**config.mk**
```make
export PLATFORM = sky130hd
export DESIGN_NAME = voice_slot_allocator_top
export DESIGN_NICKNAME = d
export VERILOG_FILES = /design/src/rtl/vsa_pkg.sv /design/src/rtl/voice_slot_allocator_top.sv /design/src/rtl/vsa_cell.sv
export SDC_FILE = /design/constraint.sdc
export NUM_CORES = 1
export LEC_CHECK = 0
export CAP_MARGIN = 40
export CELL_PAD_IN_SITES_DETAIL_PLACEMENT = 1
export CELL_PAD_IN_SITES_GLOBAL_PLACEMENT = 2
export CORE_UTILIZATION = 45
export DETAILED_ROUTE_END_ITERATION = 10
export DONT_BUFFER_PORTS = 1
export HOLD_SLACK_MARGIN = 0.05
export PLACE_DENSITY = 0.81
export SYNTH_ARGS = -nofsm -noshare
export SYNTH_HDL_FRONTEND = slang
export SYNTH_SLANG_ARGS = --single-unit
```
**constraint.sdc**
```tcl
create_clock -name clk -period 5.5 [get_ports clk]
set_input_delay 0.55 -clock clk [delete_from_list [all_inputs] [get_ports clk]]
set_output_delay 0.55 -clock clk [all_outputs]
set_load 0.02 [all_outputs]
```
**src/rtl/vsa_pkg.sv**
```systemverilog
package vsa_pkg;

  localparam int CountW = 4;
  localparam int SlotW  = 3;
  localparam int NoteW  = 7;
  localparam int DataW  = 32;
  localparam int AddrW  = 3;

  localparam logic [AddrW-2-1:0] RegVoiceCount = 1'b0;

  typedef enum logic [2:0] {
    CMD_NEXT     = 3'd0,
    CMD_ACTIVATE = 3'd1,
    CMD_FIND     = 3'd2,
    CMD_RELEASE  = 3'd3,
    CMD_READ     = 3'd4
  } cmd_t;

  typedef struct packed {
    logic             valid;
    logic [2:0]       cmd;
    logic [SlotW-1:0] slot;
    logic [NoteW-1:0] note;
    logic             found;
    logic [SlotW-1:0] slot_out;
    logic [NoteW-1:0] note_out;
    logic             active_out;
  } tok_t;

endpackage

```
**src/rtl/voice_slot_allocator_top.sv**
```systemverilog
// round-robin voice slot allocator
//
// command channel: a word (command, slot, note) is taken on a rising edge with
// start high and busy low. busy rises on the next cycle and stays high while
// the word travels down a row of VOICES slot cells; each cell holds one slot's
// active flag and note and acts on the word as it passes.
// the result word appears on slot_out, found, note_out and active_out for one
// cycle with done high once the word has left the last cell, and is taken at
// the edge that ends that cycle. busy is already low in that cycle, so a new
// word can be taken then; no new word is taken while one is in flight.
// the receiver cannot stall; done is a single-cycle strobe.
// the next-slot command reads and advances the head pointer at the accepting
// edge; the head wraps at voice_count.
// apb port: register 0 is voice_count at byte address 0. a write takes the low
// CountW bits of pwdata, clamps them to 1..VOICES, clears every slot and the
// head; write only while idle. reset: voice_count 1, head 0, all slots
// inactive with note 0, nothing in flight.
module voice_slot_allocator_top
  import vsa_pkg::*;
#(
  parameter int VOICES = 8
) (
  input  logic             clk,
  input  logic             rst,
  input  logic             start,
  output logic             busy,
  input  logic [2:0]       command,
  input  logic [SlotW-1:0] slot,
  input  logic [NoteW-1:0] note,
  output logic             done,
  output logic [SlotW-1:0] slot_out,
  output logic             found,
  output logic [NoteW-1:0] note_out,
  output logic             active_out,
  input  logic             psel,
  input  logic             penable,
  input  logic             pwrite,
  input  logic [AddrW-1:0] paddr,
  input  logic [DataW-1:0] pwdata,
  output logic [DataW-1:0] prdata,
  output logic             pready
);

  localparam int VoicesW = $clog2(VOICES + 1) + 1;

  logic [CountW-1:0] count;
  logic [CountW-1:0] count_next;
  logic [CountW-1:0] head;
  logic [CountW-1:0] head_next;
  logic              accept;
  logic              cfg_wr;
  logic [CountW:0]   head_inc;
  tok_t              tok [VOICES+1];
  tok_t              tok_first;

  assign accept = start && !busy;
  assign cfg_wr = psel && penable && pwrite && (paddr[AddrW-1:2] == RegVoiceCount);
  assign pready = 1'b1;
  assign prdata = DataW'(count);

  always_comb begin
    count_next = pwdata[CountW-1:0];
    if (count_next == '0) begin
      count_next = CountW'(1);
    end else if (VoicesW'(count_next) > VoicesW'(VOICES)) begin
      count_next = CountW'(VOICES);
    end
  end

  assign head_inc = {1'b0, head} + (CountW+1)'(1);

  always_comb begin
    head_next = head;
    if (accept && (command == CMD_NEXT)) begin
      if (head_inc >= {1'b0, count}) begin
        head_next = '0;
      end else begin
        head_next = head_inc[CountW-1:0];
      end
    end
  end

  always_comb begin
    tok_first.valid      = 1'b1;
    tok_first.cmd        = command;
    tok_first.slot       = slot;
    tok_first.note       = note;
    tok_first.found      = 1'b0;
    tok_first.slot_out   = slot;
    tok_first.note_out   = '0;
    tok_first.active_out = 1'b0;
    case (command)
      CMD_NEXT: begin
        tok_first.slot_out = head[SlotW-1:0];
      end
      CMD_FIND: begin
        tok_first.slot_out = '0;
      end
      default: begin
      end
    endcase
  end

  always_ff @(posedge clk) begin
    if (rst) begin
      count <= CountW'(1);
      head  <= '0;
      busy  <= 1'b0;
    end else begin
      if (cfg_wr) begin
        count <= count_next;
        head  <= '0;
      end else begin
        head <= head_next;
      end
      if (accept) begin
        busy <= 1'b1;
      end else if (tok[VOICES-1].valid) begin
        busy <= 1'b0;
      end
    end
  end

  always_ff @(posedge clk) begin
    if (rst) begin
      tok[0].valid <= 1'b0;
    end else begin
      tok[0].valid <= accept;
    end
    if (accept) begin
      tok[0].cmd        <= tok_first.cmd;
      tok[0].slot       <= tok_first.slot;
      tok[0].note       <= tok_first.note;
      tok[0].found      <= tok_first.found;
      tok[0].slot_out   <= tok_first.slot_out;
      tok[0].note_out   <= tok_first.note_out;
      tok[0].active_out <= tok_first.active_out;
    end
  end

  for (genvar k = 0; k < VOICES; k++) begin : g_cell
    vsa_cell #(
      .INDEX(k)
    ) u_cell (
      .clk    (clk),
      .rst    (rst),
      .clr    (cfg_wr),
      .count  (count),
      .tok_in (tok[k]),
      .tok_out(tok[k+1])
    );
  end

  assign done       = tok[VOICES].valid;
  assign slot_out   = tok[VOICES].slot_out;
  assign found      = tok[VOICES].found;
  assign note_out   = tok[VOICES].note_out;
  assign active_out = tok[VOICES].active_out;

endmodule

```
**src/rtl/vsa_cell.sv**
```systemverilog
module vsa_cell
  import vsa_pkg::*;
#(
  parameter int INDEX = 0
) (
  input  logic              clk,
  input  logic              rst,
  input  logic              clr,
  input  logic [CountW-1:0] count,
  input  tok_t              tok_in,
  output tok_t              tok_out
);

  logic             active;
  logic [NoteW-1:0] note;
  logic             active_next;
  logic [NoteW-1:0] note_next;
  tok_t             tok_next;
  logic             hit;
  logic             in_use;

  assign hit    = (int'(tok_in.slot) == INDEX);
  assign in_use = (int'(count) > INDEX);

  always_comb begin
    active_next = active;
    note_next   = note;
    tok_next    = tok_in;
    if (tok_in.valid) begin
      case (tok_in.cmd)
        CMD_ACTIVATE: begin
          if (hit) begin
            active_next = 1'b1;
            note_next   = tok_in.note;
          end
        end
        CMD_RELEASE: begin
          if (hit) begin
            active_next = 1'b0;
          end
        end
        CMD_READ: begin
          if (hit) begin
            tok_next.note_out   = note;
            tok_next.active_out = active;
          end
        end
        CMD_FIND: begin
          if (!tok_in.found && in_use && active && (note == tok_in.note)) begin
            tok_next.found    = 1'b1;
            tok_next.slot_out = SlotW'(INDEX);
          end
        end
        default: begin
        end
      endcase
    end
  end

  always_ff @(posedge clk) begin
    if (rst || clr) begin
      active <= 1'b0;
      note   <= '0;
    end else begin
      active <= active_next;
      note   <= note_next;
    end
  end

  always_ff @(posedge clk) begin
    if (rst) begin
      tok_out.valid <= 1'b0;
    end else begin
      tok_out.valid <= tok_next.valid;
    end
    tok_out.cmd        <= tok_next.cmd;
    tok_out.slot       <= tok_next.slot;
    tok_out.note       <= tok_next.note;
    tok_out.found      <= tok_next.found;
    tok_out.slot_out   <= tok_next.slot_out;
    tok_out.note_out   <= tok_next.note_out;
    tok_out.active_out <= tok_next.active_out;
  end

endmodule
```
==> results of run 1 <==
[stage by stage]
step / power (W) / util / hold slack (ns)
3_3_place_gp: 0.00232 / 0.473 / 0.333
3_5_place_dp: 0.00233 / 0.476 / 0.337
2_1_floorplan: 0.00231 / - / 0.323
6_report: 0.00410 / 0.519 / 0.0854
4_1_cts: 0.00415 / 0.519 / 0.0635
5_1_grt: 0.00426 / 0.519 / 0.0668
[synth_stat cells (2+ instances only)]
cell                        instances  area share
sky130_fd_sc_hd__nor4_1             4      0.0026
sky130_fd_sc_hd__nand4b_1           3      0.0028
sky130_fd_sc_hd__clkbuf_1           4      0.0016
sky130_fd_sc_hd__mux2i_1           57       0.060
sky130_fd_sc_hd__nand4bb_1          4      0.0047
sky130_fd_sc_hd__or3b_2             7      0.0065
sky130_fd_sc_hd__dfxtp_1          269        0.57
sky130_fd_sc_hd__edfxtp_1          16       0.051
sky130_fd_sc_hd__xor2_1            36       0.033
sky130_fd_sc_hd__nor2b_1           14      0.0092
sky130_fd_sc_hd__and2_1            10      0.0066
sky130_fd_sc_hd__nand2b_1          23       0.015
sky130_fd_sc_hd__and3_1             9      0.0059
sky130_fd_sc_hd__or2_2              4      0.0026
sky130_fd_sc_hd__nand2_1           25      0.0099
sky130_fd_sc_hd__a2111oi_0          5      0.0046
sky130_fd_sc_hd__a21oi_1           12      0.0063
sky130_fd_sc_hd__conb_1             2     0.00079
sky130_fd_sc_hd__buf_2             13      0.0068
sky130_fd_sc_hd__o21ai_0            6      0.0032
sky130_fd_sc_hd__inv_1             11      0.0043
sky130_fd_sc_hd__and3b_1            3      0.0028
sky130_fd_sc_hd__nor2_1            80       0.032
sky130_fd_sc_hd__ha_1               5      0.0066
sky130_fd_sc_hd__nor4bb_1           6      0.0063
sky130_fd_sc_hd__nand4_1            7      0.0046
sky130_fd_sc_hd__mux2_2            56       0.066
sky130_fd_sc_hd__or2_1              2      0.0013
sky130_fd_sc_hd__xnor2_1           20       0.018
sky130_fd_sc_hd__buf_4             29       0.023
sky130_fd_sc_hd__nand3_1            6      0.0032
sky130_fd_sc_hd__o2111ai_1          2      0.0018
sky130_fd_sc_hd__nor4b_1           11       0.010
sky130_fd_sc_hd__nor3b_1            5      0.0040
[how the worst max path moves through the flow]
stage	start	to	slack, ns	cells past startpoint
floorplan	count[0]	head[2]	3.71	5
global placement	tok[228]	g_cell[0].u_cell.note[3]	3.30	4
detailed placement	count[3]	head[2]	3.23	5
CTS	count[3]	head[2]	3.22	5
global route	count[3]	head[2]	3.08	5
finish	count[3]	head[2]	3.26	5
[layer usage]
layer | wire, um | track usage | vias up
li1 | - | - | 2632
met1 | 7300 | 0.187 | 2491
met2 | 8920 | 0.304 | 83
met3 | 455 | 0.0261 | 44
met4 | 607 | 0.0629 | 0
met5 | 0 | 0 | -
[kinds of logic (layout without fill, tap and decap cells)]
group | Yosys count | count (layout) | synth area share
flip-flops | 285 | 285 | 0.617
AND/OR/NAND/NOR | 229 | 229 | 0.137
multiplexers | 113 | 113 | 0.126
buffers and inverters | 57 | 68 | 0.0357
XOR/XNOR | 56 | 56 | 0.0516
AO/OA/AOI/OAI | 33 | 33 | 0.0244
adder cells (fa/ha/maj) | 5 | 5 | 0.00659
other | 2 | 29 | 0.000790
[where the power goes]
group / switching (W) / internal, W / total, W
registers: 0.0000485 / 0.00215 / 0.00220
clock network: 0.000738 / 0.00108 / 0.00181
logic: 0.0000568 / 0.0000313 / 0.0000881
total: 0.000844 / 0.00325 / 0.00410
[area by class of cell]
type	instances	area, um2
clock buffer	42	826
clock inverter	6	56.3
fill	2117	9850
inverter	11	41.3
multi-input combinational	465	3440
sequential	285	5870
tap	270	338
timing repair buffer	9	70.1
[critical path, delay by kind of cell (launching register included)]
kind | cells | cell delay (ns)
compound gates | 3 | 0.93
fa+ha+maj | 1 | 0.30
buf+inv | 1 | 0.29
flops | 1 | 0.62
[registers in the layout, summed over array words and instances, names as in the netlist]
signal	flops
g_cell.u_cell.note	56
head	4
g_cell.u_cell.active	8
g_cell.u_cell.tok_out	195
busy	1
tok	17
count	4
==> results.txt, run 1 <==
The flow ran to the end, and the final reports show no timing, DRC or antenna violations. The summed negative setup slack over all endpoints is 0 ns. The count of antenna diodes in the layout came out at 0.

Setup repair after global routing left no endpoint under its margin. The number of remaining DRC errors came out at 0. The commonest non-fill, non-tap cell in the layout is sky130_fd_sc_hd__dfxtp_1. The number of input and output port buffers inserted is 0. The slowest stage of the critical path belongs to the cell sky130_fd_sc_hd__dfxtp_1. The first global-routing pass estimated 28500 um of wire. The max-slew violation count was 0. In the layout the commonest cells are sky130_fd_sc_hd__dfxtp_1, sky130_fd_sc_hd__nor2_1, sky130_fd_sc_hd__mux2i_1, sky130_fd_sc_hd__mux2_2, sky130_fd_sc_hd__xor2_1.

The hold buffer count at cts came out at 0. The count of cells resized by post-cts repair came out at 0. IR analysis of the VDD net gives a maximum drop of 0.231 mV.

The cell at the root of the clock tree is sky130_fd_sc_hd__clkbuf_16. The ratio of total power to cell area is 385 mW/mm2. The relative slew slack came out at 0.493. From synthesis to final layout, the design area changed by 12.0%. The count of warnings emitted by yosys came out at 0. The worst slack at placement came out at 3.23 ns. The fraction of final layout cells sized beyond drive strength 1 is 0.155. The floorplan step set the die width to 147 um.

Entering global routing, the biggest net connects 65 pins. The post-synthesis cell area is 0.00950 mm2. The effective utilization at floorplan came out at 0.464. The region available for standard cell placement spans 0.0205 mm2.

In this run the register-to-register setup slack is 3.26 ns. In this run the critical register-to-register path is captured at head[2]. 101 I/O pins were placed. The synthesized area per cell is 12.2 um2. The net count of the finished layout is 859.

The post-route antenna net violation count came out at 0. Traced cell by cell, the critical path runs through inv_1 > ha_1 > a2111oi_2 > o2111ai_1 > o311ai_1. Dividing the detail-routed via count by the number of cells gives 4.83. The TritonCTS clock tree is built.

The startpoint class of the critical path is a flip-flop. In this run, synthesis produced a sequential element count of 285. The number of enable flip-flop cells after synthesis came out at 16. The number of placement rows came out at 52. The number of search-and-repair iterations in the first detailed-routing pass is 4. The critical path endpoint category is a flip-flop. The worst clock skew is 0.0104 ns. The overflow left after global routing is 0. The hold violation count in the final report was 0. The count of cell types in the netlist is 48.

Counting every sink on the clock net gives 285. The total wire length after detailed routing came out at 17300 um. The number of global-route vias before repair came to 5704. The die height came out at 147 um. In this run the critical register-to-register path is launched from count[3]. Static timing analysis puts the maximum clock frequency at 0.446 GHz. The hold path depth is 1.

The proportion of register bits with asynchronous set or reset after synthesis came out at 0. The final HPWL from detailed placement is 12300 um. The overall die area came out at 0.0217 mm2. The depth of the worst register-to-register path is 5. The wire length per cell after detailed routing is 15.9 um. Clock-pin slew was measured on the worst setup and hold paths at 0.06 ns.

The maximum level of the CTS H-tree came out at 1. STA puts the critical path data arrival time at 2.67 ns. The slew at the pin closest to its max-slew limit came out at 0.761 ns. The number of DRC violations after detailed-routing iteration 0 is 89. The total clock buffers created by CTS came out at 28. The post-synthesis sequential area ratio came out at 0.617. Along the worst path, the maximum fanout reaches 6. The class of the most critical hold timing path is primary input to flip-flop. For this run, the total global-route usage over all layers was measured as 0.164.

The leakage power summed over all cells came out at 4.19 nW. The via count of the routed design is 5250. In this run the most critical hold path is launched from rst. In the finished design, the share of the clock period the worst path needs comes to 0.407. The time the final worst path needs with I/O delays and setup is 2.24 ns. The count of placed standard cells including taps came out at 1040. The worst setup slack after layout is 3.26 ns. The total non-filler cell area in the finished layout came out at 0.0106 mm2. Counting along the longest clock path gives a buffer depth of 3. The routability congestion estimate from global placement is 0.808. Max-cap violations in this run came to 0. The most used flip-flop cell after synthesis is sky130_fd_sc_hd__dfxtp_1. The initial antenna violation count is 0. The clock insertion delay at the later pin of the skew report came out at 0.53 ns. The cell area after placement came out at 0.00976 mm2.

The worst hold path terminates at count[3]. Synthesis produced 780 cells. The largest single stage delay on the critical path is 0.62 ns. The number of failing setup endpoints in the final timing report came out at 0. Post-CTS timing repair inserted 0 buffers for setup. The final standard cell count with taps included and fillers excluded is 1088. The class of the most critical setup path is flip-flop to flip-flop.

The critical path required time is 5.93 ns.
Power figures use the tool's default switching activity.
==> run 2: changes to the inputs <==
Settings changed: CORE_UTILIZATION 45 to 42, PLACE_DENSITY 0.81 to 0.76.
Clock period 5.5 ns to 2.15 ns, I/O delays scaled along.
==> run 2 against run 1 <==
The flow now finishes with violations (design-rule violations). Clock skew down 0.0016 ns. First-iteration DRC count is 79% higher. Worst hold slack got worse by 0.0084 ns. Die area is 7.0% higher. Utilization decreased by 2.3 points. Power rose to 2.6 times the previous value. Via count is 0.74% higher. Critical path depth did not move. Register-to-register slack got worse by 3.1 ns. Combinational power grew to 3.1 times the previous value. Critical path type unchanged. Largest power group unchanged.
==> results.txt, run 2 (synthesis results as in run 1) <==
Registers with the most flip-flops: g_cell.u_cell.tok_out (195), g_cell.u_cell.note (56), tok (17) (unchanged). The fraction of final layout cells sized beyond drive strength 1 came to 0.162 (was 0.155). The summed negative setup slack over all endpoints came out at 0 ns (unchanged). Status: finished with violations (was finished, final reports clean). The flip-flop count of the largest register after layout is 195 (unchanged). The placeable core region came out at 0.0220 mm2 (was 0.0205 mm2). The total clock buffers created by CTS is 28 (unchanged).

The wire length per cell after detailed routing is 16.0 um (was 15.9 um). The pin count of the biggest net entering global routing is 65 (unchanged). The width of the chip is 152 um (was 147 um). The total number of nets in the final design came to 883 (was 859). The most flop-heavy register was g_cell.u_cell.tok_out (unchanged).

The cell area after placement is 0.00982 mm2 (was 0.00976 mm2). The number of input and output port buffers inserted came out at 0 (unchanged). The effective utilization at floorplan came to 0.431 (was 0.464). The number of DRC violations after detailed-routing iteration 0 is 159 (was 89).

The via count of the routed design is 5289 (was 5250). The post-route clock period utilization came out at 0.904 (was 0.407). The number of filler instances in the final layout came to 2276 (was 2117). The class of the most critical setup path is flip-flop to flip-flop (unchanged). The area of the multi-input gates is 0.00346 mm2 (was 0.00344 mm2).

The class of the most critical hold timing path was primary input to flip-flop (unchanged). The post-route antenna net violation count came to 0 (unchanged). The met3 track utilization from global routing is 0.0282 (was 0.0261).

The number of search-and-repair iterations in the first detailed-routing pass came to 9 (was 4). The max-slew violation count is 0 (unchanged). The slew at the pin closest to its max-slew limit is 0.702 ns (was 0.761 ns). The leakage power summed over all cells is 4.32 nW (was 4.19 nW). The maximum net fanout on the critical path is 6 (unchanged).

The critical path endpoint category is a flip-flop (unchanged). The number of global-route vias before repair came out at 5761 (was 5704). The relative area change from synthesis to final layout came to 15.1% (was 12.0%). The startpoint class of the critical path is a flip-flop (unchanged).

The number of failing setup endpoints in the final timing report is 0 (unchanged). The highest attainable clock frequency was 0.515 GHz (was 0.446 GHz). The hold violation count in the final report came out at 0 (unchanged). Setup repair after global routing missed its margin: false (unchanged).

The relative slew slack came to 0.528 (was 0.493). The first-pass GRT wire length came to 29200 um (was 28500 um). The total routing usage reported by global routing came to 0.156 (was 0.164). The overall die area came out at 0.0232 mm2 (was 0.0217 mm2). The worst clock skew was 0.00872 ns (was 0.0104 ns).

The met2 usage in global routing is 0.301 (was 0.304). The total wire length after detailed routing came out at 18000 um (was 17300 um). The number of placement rows came out at 54 (was 52). The via-per-instance ratio is 4.70 (was 4.83).

The cell at the root of the clock tree is sky130_fd_sc_hd__clkbuf_16 (unchanged). The final HPWL from detailed placement is 12800 um (was 12300 um). The minimum hold slack came to 0.0770 ns (was 0.0854 ns). The met1 track utilization from global routing is 0.174 (was 0.187). The most congested layer reported by global routing is met2 (unchanged). The routability congestion estimate from global placement is 0.788 (was 0.808). The initial antenna violation count is 0 (unchanged). The TritonCTS clock tree was built (unchanged). The number of buffers between clock root and the deepest sink is 3 (unchanged). The number of ports placed on the die boundary was 101 (unchanged). The clock-pin slew on the worst setup and hold paths came to 0.06 ns (about the same). The checks that failed: design-rule violations. The number of maximum-capacitance violations came out at 0 (unchanged). The commonest non-fill, non-tap cell in the layout was sky130_fd_sc_hd__dfxtp_1 (unchanged). The number of remaining DRC errors came out at 4 (was 0). The critical path required time is 2.57 ns (was 5.93 ns). The total non-filler cell area in the finished layout came out at 0.0109 mm2 (was 0.0106 mm2).

The time the final worst path needs with I/O delays and setup is 1.94 ns (was 2.24 ns). The number of sinks on the clock net is 285 (unchanged). The worst path arrival time was 2.36 ns (was 2.67 ns).

The ratio of total power to cell area came out at 963 mW/mm2 (was 385 mW/mm2). The maximum level of the CTS H-tree is 1 (unchanged). The clock insertion delay at the later pin of the skew report is 0.53 ns (about the same). Most used cells in the layout excluding fill and tap cells: sky130_fd_sc_hd__dfxtp_1, sky130_fd_sc_hd__nor2_1, sky130_fd_sc_hd__mux2i_1, sky130_fd_sc_hd__mux2_2, sky130_fd_sc_hd__xor2_1 (unchanged).

The die height is 152 um (was 147 um). The register area came out at 0.00587 mm2 (about the same). The overflow left after global routing is 0 (unchanged). The count of antenna diodes in the layout is 0 (unchanged).

The worst vdd rail ir drop came out at 0.653 mV (was 0.231 mV).
run 2: changes by cell type in the layout (fill, tap and decap cells not counted), moves of 2 or more:
cell / delta
sky130_fd_sc_hd__dfxtp_2: +2
sky130_fd_sc_hd__clkbuf_8: +4
sky130_fd_sc_hd__dfxtp_1: -2
sky130_fd_sc_hd__buf_4: +5
sky130_fd_sc_hd__dlygate4sd3_1: +19
run 2: path summary, 6_finish.rpt:
check                                 end  slack [ns]  depth (start not counted)                         start
min                              tok[233]        0.08                          2                         start
min reg2reg  g_cell[5].u_cell.tok_out[19]        0.35                          0  g_cell[4].u_cell.tok_out[19]
max reg2reg                       head[2]        0.21                          5                       head[0]
max                               head[2]        0.21                          5                       head[0]
run 2: cell type report:
type / count / share of cell area
clock buffer: 47 / 0.0809
tap: 280 / 0.0320
timing repair buffer: 33 / 0.0281
sequential: 285 / 0.537
inverter: 11 / 0.00378
multi-input combinational: 465 / 0.317
clock inverter: 4 / 0.00183
run 2: critical path: stages (launching register included):
cell and delay [ns]:
sky130_fd_sc_hd__dfxtp_2 0.36, sky130_fd_sc_hd__ha_1 0.34, sky130_fd_sc_hd__ha_1 0.33, sky130_fd_sc_hd__a2111oi_4 0.35, sky130_fd_sc_hd__o2111ai_2 0.21, sky130_fd_sc_hd__o311ai_1 0.26
run 2: where the power goes:
group	total [W]	switching (W)	internal [W]
combinational	0.000272	0.000165	0.000108
sequential	0.00562	0.000120	0.00550
clock	0.00465	0.00186	0.00278
run 2: stage by stage:
step	worst slack [ns]	instances	utilization	total power, W
final	0.207	1125	0.496	0.0105
after global routing	0.0802	1125	0.496	0.0110
after CTS	0.0568	1125	0.495	0.0107
after detailed placement	0.0751	1055	0.446	0.00597
after global placement	0.264	1055	0.446	0.00596
after floorplan	0.358	807	-	0.00592
run 2: repair_timing:
item | 4_1_cts | 5_1_grt
resized for setup | 0 | 4
hold endpoints to repair | 34 | 0
buffers inserted | 0 | 0
hold buffers | 19 | 0
setup endpoints to repair | 0 | 4
run 2: per-layer routing:
layer | routed length [um] | up-vias
li1 | - | 2680
met1 | 7550 | 2495
met2 | 9520 | 79
met3 | 518 | 35
met4 | 404 | 0
met5 | 0 | -
